===== config.mk =====
export PLATFORM = sky130hd
export DESIGN_NAME = parallel_flash_command_sequencer
export DESIGN_NICKNAME = d
export VERILOG_FILES = /design/src/hdl/pfcs_pkg.sv /design/src/hdl/pfcs_seq.sv /design/src/hdl/pfcs_obuf.sv /design/src/hdl/parallel_flash_command_sequencer.sv
export SDC_FILE = /design/constraint.sdc
export NUM_CORES = 1
export LEC_CHECK = 0
export BUFFER_PORTS_ARGS = -buffer_cell sky130_fd_sc_hd__buf_2
export CORE_UTILIZATION = 45
export DETAILED_ROUTE_END_ITERATION = 10
export PLACE_DENSITY = 0.66
export SYNTH_ARGS = -nofsm -noshare
export SYNTH_HDL_FRONTEND = slang
export SYNTH_SLANG_ARGS = --single-unit

===== constraint.sdc =====
create_clock -name i_clk -period 15.39 [get_ports i_clk]
set_input_delay 0.7695 -clock i_clk [delete_from_list [all_inputs] [get_ports i_clk]]
set_output_delay 0.7695 -clock i_clk [all_outputs]
set_load 0.005 [all_outputs]

===== src/hdl/pfcs_pkg.sv =====
// Shared constants and types for the parallel flash command sequencer.
// No dependencies; imported by every module of the block.
`timescale 1ns / 1ps
`default_nettype none

package pfcs_pkg;

    // Widths and defaults
    localparam int unsigned FLASH_ADDR_BITS_DEF = 19;
    localparam int unsigned RUN_MAX             = 7;   // longest result run of one transfer
    localparam int unsigned RUN_CNT_W           = 3;

    // Request codes
    localparam logic [1:0] REQ_READ_ID = 2'd0;
    localparam logic [1:0] REQ_ERASE   = 2'd1;
    localparam logic [1:0] REQ_PROGRAM = 2'd2;
    localparam logic [1:0] REQ_DATA    = 2'd3;

    // Result operation codes
    localparam logic [1:0] OP_WRITE = 2'd0;
    localparam logic [1:0] OP_READ  = 2'd1;
    localparam logic [1:0] OP_WAIT  = 2'd2;
    localparam logic [1:0] OP_DONE  = 2'd3;

    // Configuration register indexes
    localparam logic [1:0] CFG_ERASE_POLL_LIMIT   = 2'd0;
    localparam logic [1:0] CFG_PROGRAM_POLL_LIMIT = 2'd1;
    localparam logic [1:0] CFG_ID_SETTLE_TIME     = 2'd2;

    localparam logic [15:0] ERASE_POLL_LIMIT_RST   = 16'd43000;
    localparam logic [15:0] PROGRAM_POLL_LIMIT_RST = 16'd35;
    localparam logic [15:0] ID_SETTLE_TIME_RST     = 16'd20;

    // Bus addresses and command bytes
    localparam logic [15:0] ADDR_UNLOCK_A = 16'h5555;
    localparam logic [15:0] ADDR_UNLOCK_B = 16'h2AAA;
    localparam logic [15:0] ADDR_ID_MANU  = 16'h0000;
    localparam logic [15:0] ADDR_ID_DEV   = 16'h0001;

    localparam logic [7:0] CMD_UNLOCK_A = 8'hAA;
    localparam logic [7:0] CMD_UNLOCK_B = 8'h55;
    localparam logic [7:0] CMD_ID_ENTRY = 8'h90;
    localparam logic [7:0] CMD_ERASE    = 8'h80;
    localparam logic [7:0] CMD_SECTOR   = 8'h30;
    localparam logic [7:0] CMD_PROGRAM  = 8'hA0;
    localparam logic [7:0] CMD_RESET    = 8'hF0;
    localparam logic [7:0] ERASED_BYTE  = 8'hFF;

    localparam logic [7:0] MANU_KNOWN  = 8'hBF;
    localparam logic [7:0] DEV_256K    = 8'hD6;
    localparam logic [7:0] DEV_512K    = 8'hD7;

    localparam logic [1:0] SIZE_UNSUPPORTED = 2'd0;
    localparam logic [1:0] SIZE_256K        = 2'd1;
    localparam logic [1:0] SIZE_512K        = 2'd2;

    // Per-run fields shared by all results of one transfer
    typedef struct packed {
        logic [RUN_CNT_W-1:0] len;
        logic [15:0]          wait_time;
        logic                 success;
        logic [7:0]           manufacturer;
        logic [7:0]           device_id;
        logic [1:0]           chip_size_code;
    } t_run_ctl;

endpackage

`default_nettype wire


===== src/hdl/pfcs_seq.sv =====
// Sequencer state and the single-step decode of one input transfer into a result run.
// Depends on pfcs_pkg.
`timescale 1ns / 1ps
`default_nettype none

module pfcs_seq #(
    parameter int unsigned FLASH_ADDR_BITS = pfcs_pkg::FLASH_ADDR_BITS_DEF
) (
    input  wire logic                                             i_clk,
    input  wire logic                                             i_rst_n,
    input  wire logic                                             i_step,
    input  wire logic [1:0]                                       i_req_type,
    input  wire logic [FLASH_ADDR_BITS-1:0]                       i_address,
    input  wire logic [7:0]                                       i_write_data,
    input  wire logic [7:0]                                       i_read_data,
    input  wire logic [15:0]                                      i_erase_poll_limit,
    input  wire logic [15:0]                                      i_program_poll_limit,
    input  wire logic [15:0]                                      i_id_settle_time,
    output logic [pfcs_pkg::RUN_MAX-1:0][1:0]                     o_run_op,
    output logic [pfcs_pkg::RUN_MAX-1:0][FLASH_ADDR_BITS-1:0]     o_run_addr,
    output logic [pfcs_pkg::RUN_MAX-1:0][7:0]                     o_run_data,
    output pfcs_pkg::t_run_ctl                                    o_run_ctl
);
    import pfcs_pkg::*;

    localparam int unsigned AW = FLASH_ADDR_BITS;

    localparam logic [2:0] PH_IDLE       = 3'd0;
    localparam logic [2:0] PH_RID_N0     = 3'd1;
    localparam logic [2:0] PH_RID_N1     = 3'd2;
    localparam logic [2:0] PH_RID_I0     = 3'd3;
    localparam logic [2:0] PH_RID_I1     = 3'd4;
    localparam logic [2:0] PH_ERASE_POLL = 3'd5;
    localparam logic [2:0] PH_PROG_CHECK = 3'd6;
    localparam logic [2:0] PH_PROG_POLL  = 3'd7;

    localparam logic [AW-1:0] A_UNLK_A = AW'(ADDR_UNLOCK_A);
    localparam logic [AW-1:0] A_UNLK_B = AW'(ADDR_UNLOCK_B);
    localparam logic [AW-1:0] A_MANU   = AW'(ADDR_ID_MANU);
    localparam logic [AW-1:0] A_DEV    = AW'(ADDR_ID_DEV);

    logic [2:0]    r_phase,    n_phase;
    logic [AW-1:0] r_tgt_addr, n_tgt_addr;
    logic [7:0]    r_tgt_data, n_tgt_data;
    logic [15:0]   r_poll,     n_poll;
    logic [7:0]    r_nb0,      n_nb0;
    logic [7:0]    r_nb1,      n_nb1;
    logic [7:0]    r_id0,      n_id0;

    logic          id_ok;
    logic          poll_out;

    assign id_ok    = (r_id0 != r_nb0) || (i_read_data != r_nb1);
    assign poll_out = (r_poll <= 16'd1);

    always_comb begin
        n_phase    = r_phase;
        n_tgt_addr = r_tgt_addr;
        n_tgt_data = r_tgt_data;
        n_poll     = r_poll;
        n_nb0      = r_nb0;
        n_nb1      = r_nb1;
        n_id0      = r_id0;
        o_run_op   = '0;
        o_run_addr = '0;
        o_run_data = '0;
        o_run_ctl  = '0;
        o_run_ctl.wait_time = i_id_settle_time;

        if (i_req_type != REQ_DATA) begin
            // requests are dropped unless idle
            if (r_phase == PH_IDLE) begin
                case (i_req_type)
                    REQ_READ_ID: begin
                        o_run_op[0]   = OP_READ;
                        o_run_addr[0] = A_MANU;
                        o_run_ctl.len = 3'd1;
                        n_phase       = PH_RID_N0;
                    end
                    REQ_ERASE: begin
                        o_run_op   = '0;
                        o_run_addr[0] = A_UNLK_A;  o_run_data[0] = CMD_UNLOCK_A;
                        o_run_addr[1] = A_UNLK_B;  o_run_data[1] = CMD_UNLOCK_B;
                        o_run_addr[2] = A_UNLK_A;  o_run_data[2] = CMD_ERASE;
                        o_run_addr[3] = A_UNLK_A;  o_run_data[3] = CMD_UNLOCK_A;
                        o_run_addr[4] = A_UNLK_B;  o_run_data[4] = CMD_UNLOCK_B;
                        o_run_addr[5] = i_address; o_run_data[5] = CMD_SECTOR;
                        o_run_op[6]   = OP_READ;
                        o_run_addr[6] = i_address;
                        o_run_ctl.len = 3'd7;
                        n_tgt_addr    = i_address;
                        n_poll        = i_erase_poll_limit;
                        n_phase       = PH_ERASE_POLL;
                    end
                    REQ_PROGRAM: begin
                        o_run_op[0]   = OP_READ;
                        o_run_addr[0] = i_address;
                        o_run_ctl.len = 3'd1;
                        n_tgt_addr    = i_address;
                        n_tgt_data    = i_write_data;
                        n_phase       = PH_PROG_CHECK;
                    end
                    default: ;
                endcase
            end
        end else begin
            case (r_phase)
                PH_RID_N0: begin
                    n_nb0         = i_read_data;
                    o_run_op[0]   = OP_READ;
                    o_run_addr[0] = A_DEV;
                    o_run_ctl.len = 3'd1;
                    n_phase       = PH_RID_N1;
                end
                PH_RID_N1: begin
                    n_nb1         = i_read_data;
                    o_run_addr[0] = A_UNLK_A;  o_run_data[0] = CMD_UNLOCK_A;
                    o_run_addr[1] = A_UNLK_B;  o_run_data[1] = CMD_UNLOCK_B;
                    o_run_addr[2] = A_UNLK_A;  o_run_data[2] = CMD_ID_ENTRY;
                    o_run_op[3]   = OP_WAIT;
                    o_run_op[4]   = OP_READ;
                    o_run_addr[4] = A_MANU;
                    o_run_ctl.len = 3'd5;
                    n_phase       = PH_RID_I0;
                end
                PH_RID_I0: begin
                    n_id0         = i_read_data;
                    o_run_op[0]   = OP_READ;
                    o_run_addr[0] = A_DEV;
                    o_run_ctl.len = 3'd1;
                    n_phase       = PH_RID_I1;
                end
                PH_RID_I1: begin
                    o_run_addr[0] = A_MANU;  o_run_data[0] = CMD_RESET;
                    o_run_op[1]   = OP_WAIT;
                    o_run_op[2]   = OP_DONE;
                    o_run_ctl.len = 3'd3;
                    o_run_ctl.success = id_ok;
                    if (id_ok) begin
                        o_run_ctl.manufacturer = r_id0;
                        o_run_ctl.device_id    = i_read_data;
                        if (r_id0 == MANU_KNOWN && i_read_data == DEV_256K) begin
                            o_run_ctl.chip_size_code = SIZE_256K;
                        end else if (r_id0 == MANU_KNOWN && i_read_data == DEV_512K) begin
                            o_run_ctl.chip_size_code = SIZE_512K;
                        end else begin
                            o_run_ctl.chip_size_code = SIZE_UNSUPPORTED;
                        end
                    end
                    n_phase = PH_IDLE;
                end
                PH_ERASE_POLL, PH_PROG_POLL: begin
                    o_run_ctl.len = 3'd1;
                    if ((r_phase == PH_ERASE_POLL && i_read_data == ERASED_BYTE) ||
                        (r_phase == PH_PROG_POLL && i_read_data == r_tgt_data)) begin
                        o_run_op[0]       = OP_DONE;
                        o_run_ctl.success = 1'b1;
                        n_phase           = PH_IDLE;
                    end else if (poll_out) begin
                        o_run_op[0] = OP_DONE;
                        n_poll      = '0;
                        n_phase     = PH_IDLE;
                    end else begin
                        o_run_op[0]   = OP_READ;
                        o_run_addr[0] = r_tgt_addr;
                        n_poll        = r_poll - 16'd1;
                    end
                end
                PH_PROG_CHECK: begin
                    if ((~i_read_data & r_tgt_data) != 8'd0) begin
                        // would need a 0 -> 1 transition
                        o_run_op[0]   = OP_DONE;
                        o_run_ctl.len = 3'd1;
                        n_phase       = PH_IDLE;
                    end else begin
                        o_run_addr[0] = A_UNLK_A;   o_run_data[0] = CMD_UNLOCK_A;
                        o_run_addr[1] = A_UNLK_B;   o_run_data[1] = CMD_UNLOCK_B;
                        o_run_addr[2] = A_UNLK_A;   o_run_data[2] = CMD_PROGRAM;
                        o_run_addr[3] = r_tgt_addr; o_run_data[3] = r_tgt_data;
                        o_run_op[4]   = OP_READ;
                        o_run_addr[4] = r_tgt_addr;
                        o_run_ctl.len = 3'd5;
                        n_poll        = i_program_poll_limit;
                        n_phase       = PH_PROG_POLL;
                    end
                end
                default: ;  // stray read data while idle
            endcase
        end
    end

    always_ff @(posedge i_clk) begin
        if (!i_rst_n) begin
            r_phase    <= PH_IDLE;
            r_tgt_addr <= '0;
            r_tgt_data <= '0;
            r_poll     <= '0;
            r_nb0      <= '0;
            r_nb1      <= '0;
            r_id0      <= '0;
        end else if (i_step) begin
            r_phase    <= n_phase;
            r_tgt_addr <= n_tgt_addr;
            r_tgt_data <= n_tgt_data;
            r_poll     <= n_poll;
            r_nb0      <= n_nb0;
            r_nb1      <= n_nb1;
            r_id0      <= n_id0;
        end
    end

endmodule

`default_nettype wire


===== src/hdl/pfcs_obuf.sv =====
// Result run buffer: holds one run of up to RUN_MAX results and shifts them out.
// Depends on pfcs_pkg.
`timescale 1ns / 1ps
`default_nettype none

module pfcs_obuf #(
    parameter int unsigned FLASH_ADDR_BITS = pfcs_pkg::FLASH_ADDR_BITS_DEF
) (
    input  wire logic                                         i_clk,
    input  wire logic                                         i_rst_n,
    input  wire logic                                         i_load,
    input  wire logic [pfcs_pkg::RUN_MAX-1:0][1:0]            i_run_op,
    input  wire logic [pfcs_pkg::RUN_MAX-1:0][FLASH_ADDR_BITS-1:0] i_run_addr,
    input  wire logic [pfcs_pkg::RUN_MAX-1:0][7:0]            i_run_data,
    input  pfcs_pkg::t_run_ctl                                i_run_ctl,
    input  wire logic                                         i_out_ready,
    output logic                                              o_free,
    output logic                                              o_out_valid,
    output logic [1:0]                                        o_op,
    output logic [FLASH_ADDR_BITS-1:0]                        o_bus_address,
    output logic [7:0]                                        o_bus_data,
    output logic [15:0]                                       o_wait_time,
    output logic                                              o_success,
    output logic [7:0]                                        o_manufacturer,
    output logic [7:0]                                        o_device_id,
    output logic [1:0]                                        o_chip_size_code,
    output logic                                              o_last_of_run
);
    import pfcs_pkg::*;

    logic [RUN_CNT_W-1:0]                         r_cnt;
    logic [RUN_MAX-1:0][1:0]                      r_op;
    logic [RUN_MAX-1:0][FLASH_ADDR_BITS-1:0]      r_addr;
    logic [RUN_MAX-1:0][7:0]                      r_data;
    t_run_ctl                                     r_ctl;
    logic                                         take;
    logic                                         is_done;

    assign take    = (r_cnt != '0) && i_out_ready;
    assign o_free  = (r_cnt == '0) || ((r_cnt == RUN_CNT_W'(1)) && i_out_ready);
    assign is_done = (r_op[0] == OP_DONE);

    always_ff @(posedge i_clk) begin
        if (!i_rst_n) begin
            r_cnt <= '0;
        end else if (i_load) begin
            r_cnt <= i_run_ctl.len;
        end else if (take) begin
            r_cnt <= r_cnt - RUN_CNT_W'(1);
        end
    end

    always_ff @(posedge i_clk) begin
        if (i_load) begin
            r_op   <= i_run_op;
            r_addr <= i_run_addr;
            r_data <= i_run_data;
            r_ctl  <= i_run_ctl;
        end else if (take) begin
            for (int i = 0; i < RUN_MAX - 1; i++) begin
                r_op[i]   <= r_op[i+1];
                r_addr[i] <= r_addr[i+1];
                r_data[i] <= r_data[i+1];
            end
        end
    end

    assign o_out_valid      = (r_cnt != '0);
    assign o_op             = r_op[0];
    assign o_bus_address    = r_addr[0];
    assign o_bus_data       = r_data[0];
    assign o_wait_time      = (r_op[0] == OP_WAIT) ? r_ctl.wait_time : '0;
    assign o_success        = is_done && r_ctl.success;
    assign o_manufacturer   = is_done ? r_ctl.manufacturer : '0;
    assign o_device_id      = is_done ? r_ctl.device_id : '0;
    assign o_chip_size_code = is_done ? r_ctl.chip_size_code : '0;
    assign o_last_of_run    = (r_cnt == RUN_CNT_W'(1));

endmodule

`default_nettype wire


===== src/hdl/parallel_flash_command_sequencer.sv =====
// Top level of the parallel NOR flash command sequencer: input register, config registers,
// sequencer step and result run buffer. Depends on pfcs_pkg, pfcs_seq, pfcs_obuf.
`timescale 1ns / 1ps
`default_nettype none

// Channel   Handshake                    Payload
// in        i_in_valid / o_in_ready      req_type, address, write_data, read_data
// out       o_out_valid / i_out_ready    op, bus_address, bus_data, wait_time, success,
//                                        manufacturer, device_id, chip_size_code, last_of_run
// cfg       i_cfg_we (no wait)           i_cfg_index, i_cfg_wdata
//
// An input transfer lands in the input register, then is decoded into a run of 0..7 results
// that loads the run buffer. Results leave one per cycle while i_out_ready is high, the first
// in the cycle after decode. A transfer with n results holds the run buffer until all n are
// taken; one with no results (busy request, stray data) only clears the input register.
// Input is taken in every cycle the input register is empty or being drained into a free
// run buffer, so a result stall backs up through to o_in_ready. Reset is synchronous.

module parallel_flash_command_sequencer #(
    parameter int unsigned FLASH_ADDR_BITS = pfcs_pkg::FLASH_ADDR_BITS_DEF
) (
    input  wire logic                       i_clk,
    input  wire logic                       i_rst_n,
    // configuration
    input  wire logic                       i_cfg_we,
    input  wire logic [1:0]                 i_cfg_index,
    input  wire logic [15:0]                i_cfg_wdata,
    // input channel
    input  wire logic                       i_in_valid,
    output logic                            o_in_ready,
    input  wire logic [1:0]                 i_req_type,
    input  wire logic [FLASH_ADDR_BITS-1:0] i_address,
    input  wire logic [7:0]                 i_write_data,
    input  wire logic [7:0]                 i_read_data,
    // result channel
    output logic                            o_out_valid,
    input  wire logic                       i_out_ready,
    output logic [1:0]                      o_op,
    output logic [FLASH_ADDR_BITS-1:0]      o_bus_address,
    output logic [7:0]                      o_bus_data,
    output logic [15:0]                     o_wait_time,
    output logic                            o_success,
    output logic [7:0]                      o_manufacturer,
    output logic [7:0]                      o_device_id,
    output logic [1:0]                      o_chip_size_code,
    output logic                            o_last_of_run
);
    import pfcs_pkg::*;

    // config registers
    logic [15:0] r_erase_poll_limit;
    logic [15:0] r_program_poll_limit;
    logic [15:0] r_id_settle_time;

    // input register
    logic                       r_in_valid;
    logic [1:0]                 r_req_type;
    logic [FLASH_ADDR_BITS-1:0] r_address;
    logic [7:0]                 r_write_data;
    logic [7:0]                 r_read_data;

    logic                                   buf_free;
    logic                                   step;
    logic [RUN_MAX-1:0][1:0]                run_op;
    logic [RUN_MAX-1:0][FLASH_ADDR_BITS-1:0] run_addr;
    logic [RUN_MAX-1:0][7:0]                run_data;
    t_run_ctl                               run_ctl;

    // decode the held transfer once the run buffer can take its results
    assign step       = r_in_valid && buf_free;
    assign o_in_ready = !r_in_valid || buf_free;

    always_ff @(posedge i_clk) begin
        if (!i_rst_n) begin
            r_erase_poll_limit   <= ERASE_POLL_LIMIT_RST;
            r_program_poll_limit <= PROGRAM_POLL_LIMIT_RST;
            r_id_settle_time     <= ID_SETTLE_TIME_RST;
        end else if (i_cfg_we) begin
            case (i_cfg_index)
                CFG_ERASE_POLL_LIMIT:   r_erase_poll_limit   <= i_cfg_wdata;
                CFG_PROGRAM_POLL_LIMIT: r_program_poll_limit <= i_cfg_wdata;
                CFG_ID_SETTLE_TIME:     r_id_settle_time     <= i_cfg_wdata;
                default: ;  // unmapped index
            endcase
        end
    end

    always_ff @(posedge i_clk) begin
        if (!i_rst_n) begin
            r_in_valid <= 1'b0;
        end else if (o_in_ready) begin
            r_in_valid <= i_in_valid;
        end
    end

    always_ff @(posedge i_clk) begin
        if (o_in_ready && i_in_valid) begin
            r_req_type   <= i_req_type;
            r_address    <= i_address;
            r_write_data <= i_write_data;
            r_read_data  <= i_read_data;
        end
    end

    pfcs_seq #(
        .FLASH_ADDR_BITS (FLASH_ADDR_BITS)
    ) u_seq (
        .i_clk                (i_clk),
        .i_rst_n              (i_rst_n),
        .i_step               (step),
        .i_req_type           (r_req_type),
        .i_address            (r_address),
        .i_write_data         (r_write_data),
        .i_read_data          (r_read_data),
        .i_erase_poll_limit   (r_erase_poll_limit),
        .i_program_poll_limit (r_program_poll_limit),
        .i_id_settle_time     (r_id_settle_time),
        .o_run_op             (run_op),
        .o_run_addr           (run_addr),
        .o_run_data           (run_data),
        .o_run_ctl            (run_ctl)
    );

    // empty runs never load the buffer
    pfcs_obuf #(
        .FLASH_ADDR_BITS (FLASH_ADDR_BITS)
    ) u_obuf (
        .i_clk            (i_clk),
        .i_rst_n          (i_rst_n),
        .i_load           (step && (run_ctl.len != '0)),
        .i_run_op         (run_op),
        .i_run_addr       (run_addr),
        .i_run_data       (run_data),
        .i_run_ctl        (run_ctl),
        .i_out_ready      (i_out_ready),
        .o_free           (buf_free),
        .o_out_valid      (o_out_valid),
        .o_op             (o_op),
        .o_bus_address    (o_bus_address),
        .o_bus_data       (o_bus_data),
        .o_wait_time      (o_wait_time),
        .o_success        (o_success),
        .o_manufacturer   (o_manufacturer),
        .o_device_id      (o_device_id),
        .o_chip_size_code (o_chip_size_code),
        .o_last_of_run    (o_last_of_run)
    );

endmodule

`default_nettype wire


==> results of run 1 <==
[final timing paths]
| kind | start | end | cells after the start | slack (ns) |
|---|---|---|---|---|
| setup / recovery | r_req_type[1]$_DFFE_PP_ | u_obuf.r_addr[60]$_DFFE_PP_ | 7 | 11.45 |
| hold / removal | i_read_data[3] | r_read_data[3]$_DFFE_PP_ | 1 | 0.42 |
| setup reg to reg | r_req_type[1]$_DFFE_PP_ | u_obuf.r_addr[60]$_DFFE_PP_ | 7 | 11.45 |
| hold reg to reg | r_id_settle_time[9]$_SDFFE_PN0P_ | u_obuf.r_ctl[28]$_DFFE_PP_ | 0 | 0.43 |
[power by group through the flow]
stage | Combinational [mW] | Sequential [mW] | Clock [mW]
after floorplan | 0.588 | 1.61 | 0
after global placement | 0.725 | 1.63 | 0
after CTS | 0.748 | 1.62 | 0.946
after global routing | 0.823 | 1.65 | 0.989
final | 0.738 | 1.62 | 0.930
after detailed placement | 0.743 | 1.64 | 0
[flip-flops by register name, indices dropped and copies added, names as in the netlist, 9 cells and up]
name,count
u_obuf.o_bus_address,19
u_obuf.r_ctl,35
u_obuf.r_addr,114
u_obuf.r_op,9
u_obuf.r_data,27
u_seq.r_tgt_addr,19
r_erase_poll_limit,16
r_address,19
u_seq.r_poll,16
r_id_settle_time,16
r_program_poll_limit,16
[cell usage in the layout (no fill, tap or decap), types with 6 or more instances in the layout]
master and n:
a21oi_1 55, a221o_1 17, a221oi_1 16, a22o_1 24, a31oi_1 9, and2_1 88, and3_1 28, buf_2 126
buf_4 12, clkbuf_1 11, clkbuf_16 39, clkinv_2 9, dfxtp_1 122, edfxtp_1 251, ha_1 18, inv_1 27
mux2_2 18, mux2i_1 51, nand2_1 206, nand3_1 25, nand4_1 6, nor2_1 106, nor3_1 12, nor4_1 9
o211ai_1 6, o21ai_0 19, o31ai_1 6, xnor2_1 18
[metal layers]
metal  track usage  vias to the layer above  routed length (um)
li1              -                     4899                   -
met5             0                        -                   0
met2         0.279                      263               14900
met4        0.0540                        0                 680
met1         0.278                     4912               16200
met3        0.0267                       51                1630
[cell type report]
cell class | instances | share of cell area
antenna | 1 | 0.000141
clock buffer | 53 | 0.0595
clock inverter | 19 | 0.0113
inverter | 30 | 0.00640
multi-input combinational | 825 | 0.289
sequential | 373 | 0.561
tap | 455 | 0.0320
timing repair buffer | 138 | 0.0405
[logic make-up after synthesis]
group | share of synthesized area
simple gates | 0.161
flops | 0.632
compound gates | 0.0896
buf+inv | 0.0449
mux | 0.0466
xor+xnor | 0.0117
fa+ha+maj | 0.0143
==> metrics, run 1 <==
die area=35,800 um^2; Post-synth EDFFs=251; syn_nets=1,419; Setup WS pre-CTS=11.46 ns; final WL=33,300 um; Placement Cell Area=16,500 um^2; sw power=0.950 mW; Residual DRC=0; cts hold-fix bufs=0; Worst path max stage delay=0.97 ns; crit path DAT=4.07 ns; Buf/Inv on CP=3; PnR worst setup slack=11.45 ns; Multi-input gate area=5140 um^2; layout cell share with drive strength beyond 1=0.171; CTS Buf Count=39; Max Fanout on Critical Path=89; Power, Total=3.29 mW; Int Pwr=2.34 mW; design area=17,800 um^2; Mapped Cells=1,341; total grt overflow=0; vias in the first global route=9,526; register area=9980 um^2; DR pass1 iterations=5; post-CTS resize count=0; Post-synth ARST share=0; Vias/cell=5.35; Reg power frac=0.492; dpl cells=1,821; slowest CP cell=buf_4; Slew Limit Fails=0; CP cell instances=ha_1 -> buf_4 -> nor4_2 -> inv_1 -> a21o_4 -> nand2_4 -> buf_4; switching share of power=0.289; routability cong.=0.825; Non-Filler Instances=1,894; Hold WC Path Type=in -> reg; Combinational Power Share=0.225; Worst-path clk slew=0.06 ns; Die W=189 um; Synth top area share=0.478; setup repair after global routing missed its margin=no; Pleak=7.09 nW; CP most frequent cell=buf_4; largest net degree at the start of global routing=111; Hold Vio Cnt, Final=0; cell accounting for the most synthesized area=edfxtp_1; minimum hold slack=0.425 ns; Fmax achieved=0.254 GHz; Synth Cell Area=15,800 um^2; Tot GR Track Use=0.186; Root Driver=clkbuf_16; Antenna Nets Post-Route=0; Synth Area per Inst=11.8 um^2; Die H=189 um; Setup CP Type=reg -> reg; initial core utilization=0.457; Netlist cell types=78; Worst slew margin=0.120; Core Util, Final=0.515; CTS tree=done; dpl hpwl=21,200 um; first-pass GRT wire length=53,000 um; layout net count=1,485; Period minus WS final=3.94 ns; drt wl/cell=17.6 um; register area share after synthesis=0.632; clk buf depth=3; initial antenna violation count=1; Yosys warnings=0; clock network fraction of design power=0.283; I/O Buffers=126; clk sink count=373; Area contributors post-synth=edfxtp_1 48%, dfxtp_1 15%, nand2_1 4.9%; post-CTS setup buffer count=0; Placeable Area=34,500 um^2; setup total negative slack=0 ns; most frequent cells after synthesis=251 x edfxtp_1, 207 x nand2_1, 122 x dfxtp_1; outcome=complete, no violations; H-Tree Level Count=2; vias post-DR=10,100; Peak VDD IR=0.0825 mV; Ports=127; worst skew pair latency=0.53 ns; Final Cycle Share=0.256; WP data required=15.52 ns; Slew @ Worst Pin=1.31 ns; row count=68; Detailed Route Iter0 Violations=764; Worst Setup End Kind=flop; CP Launch Type=flop; CP delay by family, top=buffers and inverters; area grow syn2layout=12.7%; max-cap viol count=0; register bit count reported by yosys=373; Layout fillers=3,027; Layout Skew=0.0234 ns; power per cell area=185 nW/um^2; count leader, synth=edfxtp_1; Most used DFF post-synth=edfxtp_1; Final setup viols=0
(Power assumes the default switching activity.)
==> run 2: changes to the inputs <==
--- a/config.mk
+++ b/config.mk
@@ -5,6 +5,7 @@
 export SDC_FILE = /design/constraint.sdc
 export NUM_CORES = 1
 export LEC_CHECK = 0
+export ABC_AREA = 1
 export BUFFER_PORTS_ARGS = -buffer_cell sky130_fd_sc_hd__buf_2
 export CORE_UTILIZATION = 45
 export DETAILED_ROUTE_END_ITERATION = 10
==> constraint.sdc (replaced) <==
create_clock -name i_clk -period 4 [get_ports i_clk]
set_input_delay 0.2 -clock i_clk [delete_from_list [all_inputs] [get_ports i_clk]]
set_output_delay 0.2 -clock i_clk [all_outputs]
set_load 0.005 [all_outputs]
==> run 2 against run 1 <==
  * Global-route usage grew 2.0 points
  * Critical path type unchanged
  * Combinational power grew to 4.4 times the previous value
  * Routed wire length increased by 12%
  * Die area increased by 2.8%
  * Largest cell class unchanged
  * Worst hold slack worse by 0.32 ns
  * Flip-flop and latch count unchanged
  * First-iteration DRC count is 27% higher
  * Design area rose by 6.9%
  * Synthesized area rose by 2.9%
==> metrics, run 2 <==
Synth Cell Area=16,200 um^2 (+2.9%); Netlist cell types=41 (-47%); post-CTS resize count=0 (unchanged); layout net count=1,971 (+33%); die area=36,800 um^2 (+2.8%); Slew Limit Fails=0 (unchanged); commonest non-fill, non-tap cell in the layout=nand2_1; dpl hpwl=24,400 um (+15%); Min-Delay Endpoint=r_erase_poll_limit[10]$_SDFFE_PN1P_; Slew @ Worst Pin=1.11 ns (-0.207 ns); r2r setup slk=1.46 ns (-9.99 ns); WP data required=4.37 ns (-11.15 ns); Final setup viols=0 (unchanged); CP delay by family, top=simple AND/OR/NAND/NOR gates; register area=9980 um^2 (unchanged); routability cong.=0.886 (+7.4%); worst r2r path cells=10 (+3); met2 wire len=17,500 um (+18%); Worst path max stage delay=0.50 ns (-0.47 ns); top flop regs=u_obuf.r_addr: 114 flops, u_obuf.r_ctl: 35 flops, u_obuf.r_data: 27 flops; drt wl/cell=15.7 um (-11%); most frequent cells in the layout=387 x nand2_1, 298 x nor2_1, 251 x edfxtp_1; initial antenna violation count=0 (-1); row count=69 (+1.5%); Detailed Route Iter0 Violations=970 (+27%); CP most frequent cell=nor2_1; Tot GR Track Use=0.206 (+0.0197); vias in the first global route=11,700 (+22%); Die W=192 um (+1.4%); post-synthesis xor/xnor area fraction=0.00917 (-0.00248); post-CTS setup buffer count=0 (unchanged); largest net degree at the start of global routing=103 (-7.2%); final WL=37,400 um (+12%); register bit count reported by yosys=373 (unchanged); min-delay src=i_rst_n; count leader, synth=nand2_1; Mapped Cells=1,752 (+31%); setup total negative slack=0 ns (unchanged); Worst slew margin=0.258 (+0.138); Max Fanout on Critical Path=49 (-45%); post-synthesis adder-cell area fraction=0.0139 (-0.000397); Residual DRC=0 (unchanged); CP Launch Type=flop; Yosys warnings=0 (unchanged); Antenna Nets Post-Route=0 (unchanged); Layout Skew=0.0288 ns (+0.00534 ns); H-Tree Level Count=2 (unchanged); ant diodes=0 (-1); Peak VDD IR=0.355 mV (+330%); clk sink count=373 (unchanged); Worst-path clk slew=0.06 ns (about the same); Die H=192 um (+1.4%); Multi-input gate area=4950 um^2 (-3.7%); Reg-to-Reg Start=r_req_type[1]$_DFFE_PP_; design area=19,000 um^2 (+6.9%); register area share after synthesis=0.615 (-0.0176); Vias/cell=5.03 (-6.0%); met3 wire length=2100 um (+28%); Placeable Area=35,600 um^2 (+3.0%); mux contribution to synthesized area=0 (-0.0466); cell accounting for the most synthesized area=edfxtp_1; Synth Area per Inst=9.27 um^2 (-21%); clk buf depth=3 (unchanged); Synth top area share=0.464 (-0.0133); highest routed layer=met4; syn_nets=1,830 (+29%); Fmax achieved=0.393 GHz (+55%); Setup CP Type=reg -> reg; layout cell share with drive strength beyond 1=0.132 (-0.0392); Placement Cell Area=17,100 um^2 (+3.6%); CP cell instances=ha_2 -> buf_4 -> nor2_1 -> inv_1 -> o21ai_1 -> nor2_1 -> a21boi_4 -> nand2_1 -> nand2_1 -> nor2_1; crit path DAT=2.91 ns (-1.16 ns); Ports=127 (unchanged); Area contributors post-synth=edfxtp_1 46%, dfxtp_1 15%, nand2_1 9.0%; I/O Buffers=126 (unchanged); CTS tree=done; vias post-DR=12,000 (+18%); DR pass1 iterations=5 (unchanged); Hold WC Path Type=in -> reg; initial core utilization=0.456 (-0.000481); register with the most flip-flops=u_obuf.r_addr; Met1 Wirelength=17,100 um (+5.8%); outcome=complete, no violations; Post-synth EDFFs=251 (unchanged); Buf/Inv on CP=2 (-1); Layout fillers=3,206 (+5.9%); area grow syn2layout=17.1%; hold path cells=2 (+1); Final Cycle Share=0.636 (+0.380); Simple-Gate Fraction of Synth Area=0.193 (+0.0320); most frequent cells after synthesis=388 x nand2_1, 298 x nor2_1, 251 x edfxtp_1; Period minus WS final=2.54 ns (-1.40 ns); Pleak=8.21 nW (+16%); setup repair after global routing missed its margin=no; worst skew pair latency=0.54 ns (about the same); max-cap viol count=0 (unchanged); Hold Vio Cnt, Final=0 (unchanged); cts hold-fix bufs=54 (+54); Worst Setup End Kind=flop; Largest register FFs=114 (unchanged); slowest CP cell=a21boi_4; Compound-Gate Fraction of Synth Area=0.0879 (-0.00164); dominant combinational cell family by area after synthesis=simple AND/OR/NAND/NOR gates; Post-synth ARST share=0 (unchanged); reg2reg end=u_seq.r_poll[10]$_SDFFE_PN0P_; first-pass GRT wire length=59,800 um (+13%); power per cell area=690 nW/um^2 (+270%); Most used DFF post-synth=edfxtp_1; Root Driver=clkbuf_16; total grt overflow=0 (unchanged); CTS Buf Count=41 (+5.1%)
## run 2: changes by cell type after synthesis, moves of 28 or more
| cell | before | now |
|---|---|---|
| and3_1 | 28 | 0 |
| nor2_1 | 107 | 298 |
| a21oi_1 | 55 | 96 |
| mux2i_1 | 51 | 0 |
| and2_1 | 88 | 0 |
| inv_1 | 27 | 186 |
| nand2_1 | 207 | 388 |
| o21ai_0 | 19 | 133 |
## run 2: area by class of cell
| class | count | share of cell area |
|---|---|---|
| multi-input cells | 1079 | 0.261 |
| repair buffers | 200 | 0.0735 |
| clock buffers | 65 | 0.0663 |
| well taps | 461 | 0.0303 |
| clock inverters | 11 | 0.00480 |
| flip-flops and latches | 373 | 0.525 |
| inverters | 198 | 0.0396 |
## run 2: layer usage
| layer | vias up | track usage |
|---|---|---|
| met1 | 5658 | 0.284 |
| met5 | - | 0 |
| li1 | 5942 | - |
| met2 | 344 | 0.334 |
| met3 | 54 | 0.0336 |
| met4 | 0 | 0.0562 |
## run 2: worst register-to-register path, cell delays in order (launching register included)
cell	delay [ns]
edfxtp_1	0.39
ha_2	0.30
buf_4	0.47
nor2_1	0.09
inv_1	0.09
o21ai_1	0.06
nor2_1	0.24
a21boi_4	0.50
nand2_1	0.13
nand2_1	0.07
nor2_1	0.04
## run 2: per-stage QoR
| step | std cells | util | setup WS, ns | power [mW] | hold WS (ns) |
|---|---|---|---|---|---|
| finish | 2387 | 0.534 | 1.46 | 13.1 | 0.104 |
| global route | 2387 | 0.534 | 1.26 | 13.9 | 0.119 |
| CTS | 2387 | 0.534 | 1.48 | 13.2 | 0.0823 |
| detailed placement | 2257 | 0.481 | 1.49 | 9.44 | 0.378 |
| global placement | 2257 | 0.481 | 1.56 | 9.31 | 0.376 |
| floorplan | 1752 | - | 0.441 | 8.49 | 0.299 |
## run 2: power by group
| part | internal [mW] | leakage, nW | switching (mW) |
|---|---|---|---|
| logic | 1.09 | 4.17 | 2.19 |
| registers | 5.71 | 3.39 | 0.394 |
| clock network | 2.23 | 0.660 | 1.49 |
## run 2: worst max path at each step
stage / endpoint / startpoint / depth (start not counted)
global route: u_seq.r_poll[9]$_SDFFE_PN0P_ / r_req_type[1]$_DFFE_PP_ / 10
finish: u_seq.r_poll[10]$_SDFFE_PN0P_ / r_req_type[1]$_DFFE_PP_ / 10
detailed placement: u_seq.r_poll[10]$_SDFFE_PN0P_ / r_req_type[1]$_DFFE_PP_ / 10
floorplan: u_obuf.r_cnt[2]$_SDFFE_PN0P_ / u_obuf.r_cnt[0]$_SDFFE_PN0P_ / 10
CTS: u_seq.r_poll[10]$_SDFFE_PN0P_ / r_req_type[1]$_DFFE_PP_ / 10
global placement: u_seq.r_poll[9]$_SDFFE_PN0P_ / r_req_type[1]$_DFFE_PP_ / 10
## run 2: cell families (layout without fill, tap and decap cells)
kind of cell / Yosys count / count (layout)
simple gates: 777 / 777
flops: 373 / 373
buf+inv: 300 / 474
compound gates: 267 / 267
fa+ha+maj: 18 / 18
xor+xnor: 17 / 17
==> run 3: changes to the inputs <==
--- a/config.mk
+++ b/config.mk
@@ -5,11 +5,11 @@
 export SDC_FILE = /design/constraint.sdc
 export NUM_CORES = 1
 export LEC_CHECK = 0
-export ABC_AREA = 1
+export ABC_AREA = 0
 export BUFFER_PORTS_ARGS = -buffer_cell sky130_fd_sc_hd__buf_2
 export CORE_UTILIZATION = 45
 export DETAILED_ROUTE_END_ITERATION = 10
-export PLACE_DENSITY = 0.66
+export PLACE_DENSITY = 0.68
 export SYNTH_ARGS = -nofsm -noshare
 export SYNTH_HDL_FRONTEND = slang
 export SYNTH_SLANG_ARGS = --single-unit
==> constraint.sdc (replaced) <==
create_clock -name i_clk -period 2.2 [get_ports i_clk]
set_input_delay 0.11 -clock i_clk [delete_from_list [all_inputs] [get_ports i_clk]]
set_output_delay 0.11 -clock i_clk [all_outputs]
set_load 0.005 [all_outputs]
==> run 3 against run 2 <==
  * Global-route usage increased by 0.080 points
  * The run now ends with setup timing left
  * Critical path type unchanged
  * Worst hold slack better by 0.031 ns
  * Highest routed layer unchanged
  * Critical path depth stayed put
==> metrics, run 3 (same netlist as run 1, synthesis figures left out) <==
first-pass GRT wire length=58,500 um (-2.3%); min-delay src=i_cfg_index[1]; Fmax achieved=0.435 GHz (+11%); crit path DAT=2.57 ns (-0.34 ns); reg2reg end=u_obuf.o_bus_address[18]$_DFFE_PP_; worst skew pair latency=0.55 ns (about the same); setup repair after global routing missed its margin=yes; worst r2r path cells=10 (unchanged); die area=35,800 um^2 (-2.8%); Residual DRC=0 (unchanged); initial core utilization=0.457 (+0.000481); CP Launch Type=flop; Largest register FFs=114 (unchanged); Final setup viols=18 (+18); top flop regs=u_obuf.r_addr: 114 flops, u_obuf.r_ctl: 35 flops, u_obuf.r_data: 27 flops; Layout Skew=0.0262 ns (-0.00260 ns); dpl hpwl=23,400 um (-4.1%); Hold WC Path Type=in -> reg; Ports=127 (unchanged); Layout fillers=2,731 (-15%); PnR worst setup slack=-0.0994 ns (-1.56 ns); Worst-path clk slew=0.07 ns (about the same); Reg-to-Reg Start=r_read_data[2]$_DFFE_PP_; H-Tree Level Count=2 (unchanged); vias in the first global route=10,700 (-7.9%); Slew @ Worst Pin=0.600 ns (-0.506 ns); Max Fanout on Critical Path=20 (-59%); commonest non-fill, non-tap cell in the layout=edfxtp_1; clock network fraction of design power=0.267 (-0.017); Placeable Area=34,500 um^2 (-2.9%); Period minus WS final=2.30 ns (-0.244 ns); r2r setup slk=-0.1 ns (-1.56 ns); drt wl/cell=19.0 um (+21%); Buf/Inv on CP=3 (+1); Final Cycle Share=1.05 (+0.409); CP cell instances=inv_1 -> ha_2 -> nand3_1 -> nor4_2 -> buf_4 -> nor2_2 -> nor4b_4 -> buf_12 -> a221oi_2 -> nor2_1; CTS tree=done; switching share of power=0.299 (-0.0122); Worst Setup End Kind=flop; Setup CP Type=reg -> reg; power per cell area=1250 nW/um^2 (+82%); CP delay by family, top=simple AND/OR/NAND/NOR gates; Root Driver=clkbuf_16; WP data required=2.47 ns (-1.90 ns); Int Pwr=18.1 mW (+100%); Slew Limit Fails=0 (unchanged); Worst slew margin=0.599 (+0.340); layout net count=1,682 (-15%); outcome=complete, but fails checks; clk sink count=373 (unchanged); slowest CP cell=edfxtp_1; I/O Buffers=126 (unchanged); setup total negative slack=-0.723 ns (-0.723 ns); row count=68 (-1.4%); Hold Vio Cnt, Final=0 (unchanged); ant diodes=0 (unchanged); Vias/cell=5.46 (+8.7%); routability cong.=0.859 (-3.1%); final WL=39,800 um (+6.3%); largest net degree at the start of global routing=79 (-23%); clk buf depth=3 (unchanged); Worst path max stage delay=0.39 ns (-0.11 ns); max-cap viol count=0 (unchanged); Die H=189 um (-1.4%); Tot GR Track Use=0.206 (+0.000801); Peak VDD IR=0.696 mV (+96%); area grow syn2layout=30.5%; Antenna Nets Post-Route=0 (unchanged); initial antenna violation count=0 (unchanged); layout cell share with drive strength beyond 1=0.273 (+0.142); Reg power frac=0.434 (-0.032); minimum hold slack=0.135 ns (+0.0311 ns); most frequent cells in the layout=251 x edfxtp_1, 204 x nand2_1, 126 x buf_2; Pleak=8.37 nW (+1.9%); CTS Buf Count=39 (-4.9%); register with the most flip-flops=u_obuf.r_addr; sw power=7.72 mW (+89%); Min-Delay Endpoint=r_program_poll_limit[11]$_SDFFE_PN0P_; Combinational Power Share=0.299 (+0.049); Die W=189 um (-1.4%); total grt overflow=0 (unchanged); DR pass1 iterations=5 (unchanged); Detailed Route Iter0 Violations=887 (-8.6%); vias post-DR=11,400 (-4.9%); failing checks=setup timing; hold path cells=5 (+3)
[run 3: cell count changes in the layout (fill, tap and decap cells not counted), moves of 45 or more]
cell / change
nand2_1: -183
and2_1: +88
buf_4: +87
o21ai_0: -117
mux2i_1: +51
a21oi_1: -45
inv_1: -166
nor2_1: -195
[run 3: worst max path at each step]
| stage | startpoint | end | slack [ns] | cells past startpoint |
|---|---|---|---|---|
| floorplan | r_req_type[1]$_DFFE_PP_ | u_obuf.o_bus_address[0]$_DFFE_PP_ | -0.37 | 8 |
| global placement | r_read_data[5]$_DFFE_PP_ | u_obuf.o_bus_data[5]$_DFFE_PP_ | -0.41 | 10 |
| detailed placement | r_read_data[5]$_DFFE_PP_ | u_obuf.o_bus_data[7]$_DFFE_PP_ | -0.39 | 10 |
| CTS | r_read_data[5]$_DFFE_PP_ | u_obuf.o_bus_address[18]$_DFFE_PP_ | -0.05 | 10 |
| global route | r_read_data[5]$_DFFE_PP_ | u_obuf.o_bus_address[13]$_DFFE_PP_ | -0.20 | 10 |
| finish | r_read_data[2]$_DFFE_PP_ | u_obuf.o_bus_address[18]$_DFFE_PP_ | -0.1 | 10 |
[run 3: layer usage]
| layer | part of all wire | wire [um] | GRT usage |
|---|---|---|---|
| met4 | 0.025 | 1010 | 0.0530 |
| met1 | 0.44 | 17500 | 0.294 |
| met2 | 0.47 | 18500 | 0.330 |
| met5 | 0 | 0 | 0 |
| met3 | 0.070 | 2770 | 0.0304 |
[run 3: repair_timing]
item,in CTS,in global routing
setup endpoints to repair,241,241
gates resized for setup,41,76
pin swaps,10,23
hold buffers,57,0
endpoints found under the hold margin,88,0
setup buffers,7,13
cloned,3,15
[run 3: cell type report]
cell class,count,area (um^2),area share
clock buffer,50,1100,0.0534
clock inverter,22,248,0.0120
inverter,30,128,0.00620
multi-input combinational,828,5650,0.274
sequential,373,9980,0.485
tap,455,569,0.0276
timing repair buffer,332,2920,0.142
[run 3: worst min-delay path: stages]
cell,delay [ns]
buf_2,0.13
nor2_1,0.05
buf_4,0.20
nand2_1,0.09
a21oi_1,0.05
[run 3: power by group through the flow]
stage | clock, mW | sequential (mW) | combinational (mW)
detailed placement | 0 | 11.3 | 6.28
finish | 6.90 | 11.2 | 7.71
global placement | 0 | 11.3 | 6.11
floorplan | 0 | 11.0 | 4.22
global route | 7.26 | 11.4 | 8.34
CTS | 6.97 | 11.2 | 6.77
[run 3: stage by stage]
step	std cells	total power, mW	utilization	instance area (um^2)	setup WS [ns]
6_report	2090	25.8	0.596	20600	-0.0994
3_3_place_gp	1924	17.4	0.507	17500	-0.405
4_1_cts	2063	24.9	0.573	19800	-0.0471
5_1_grt	2090	27.0	0.596	20600	-0.199
3_5_place_dp	1924	17.6	0.507	17500	-0.387
2_1_floorplan	1341	15.2	-	15900	-0.368
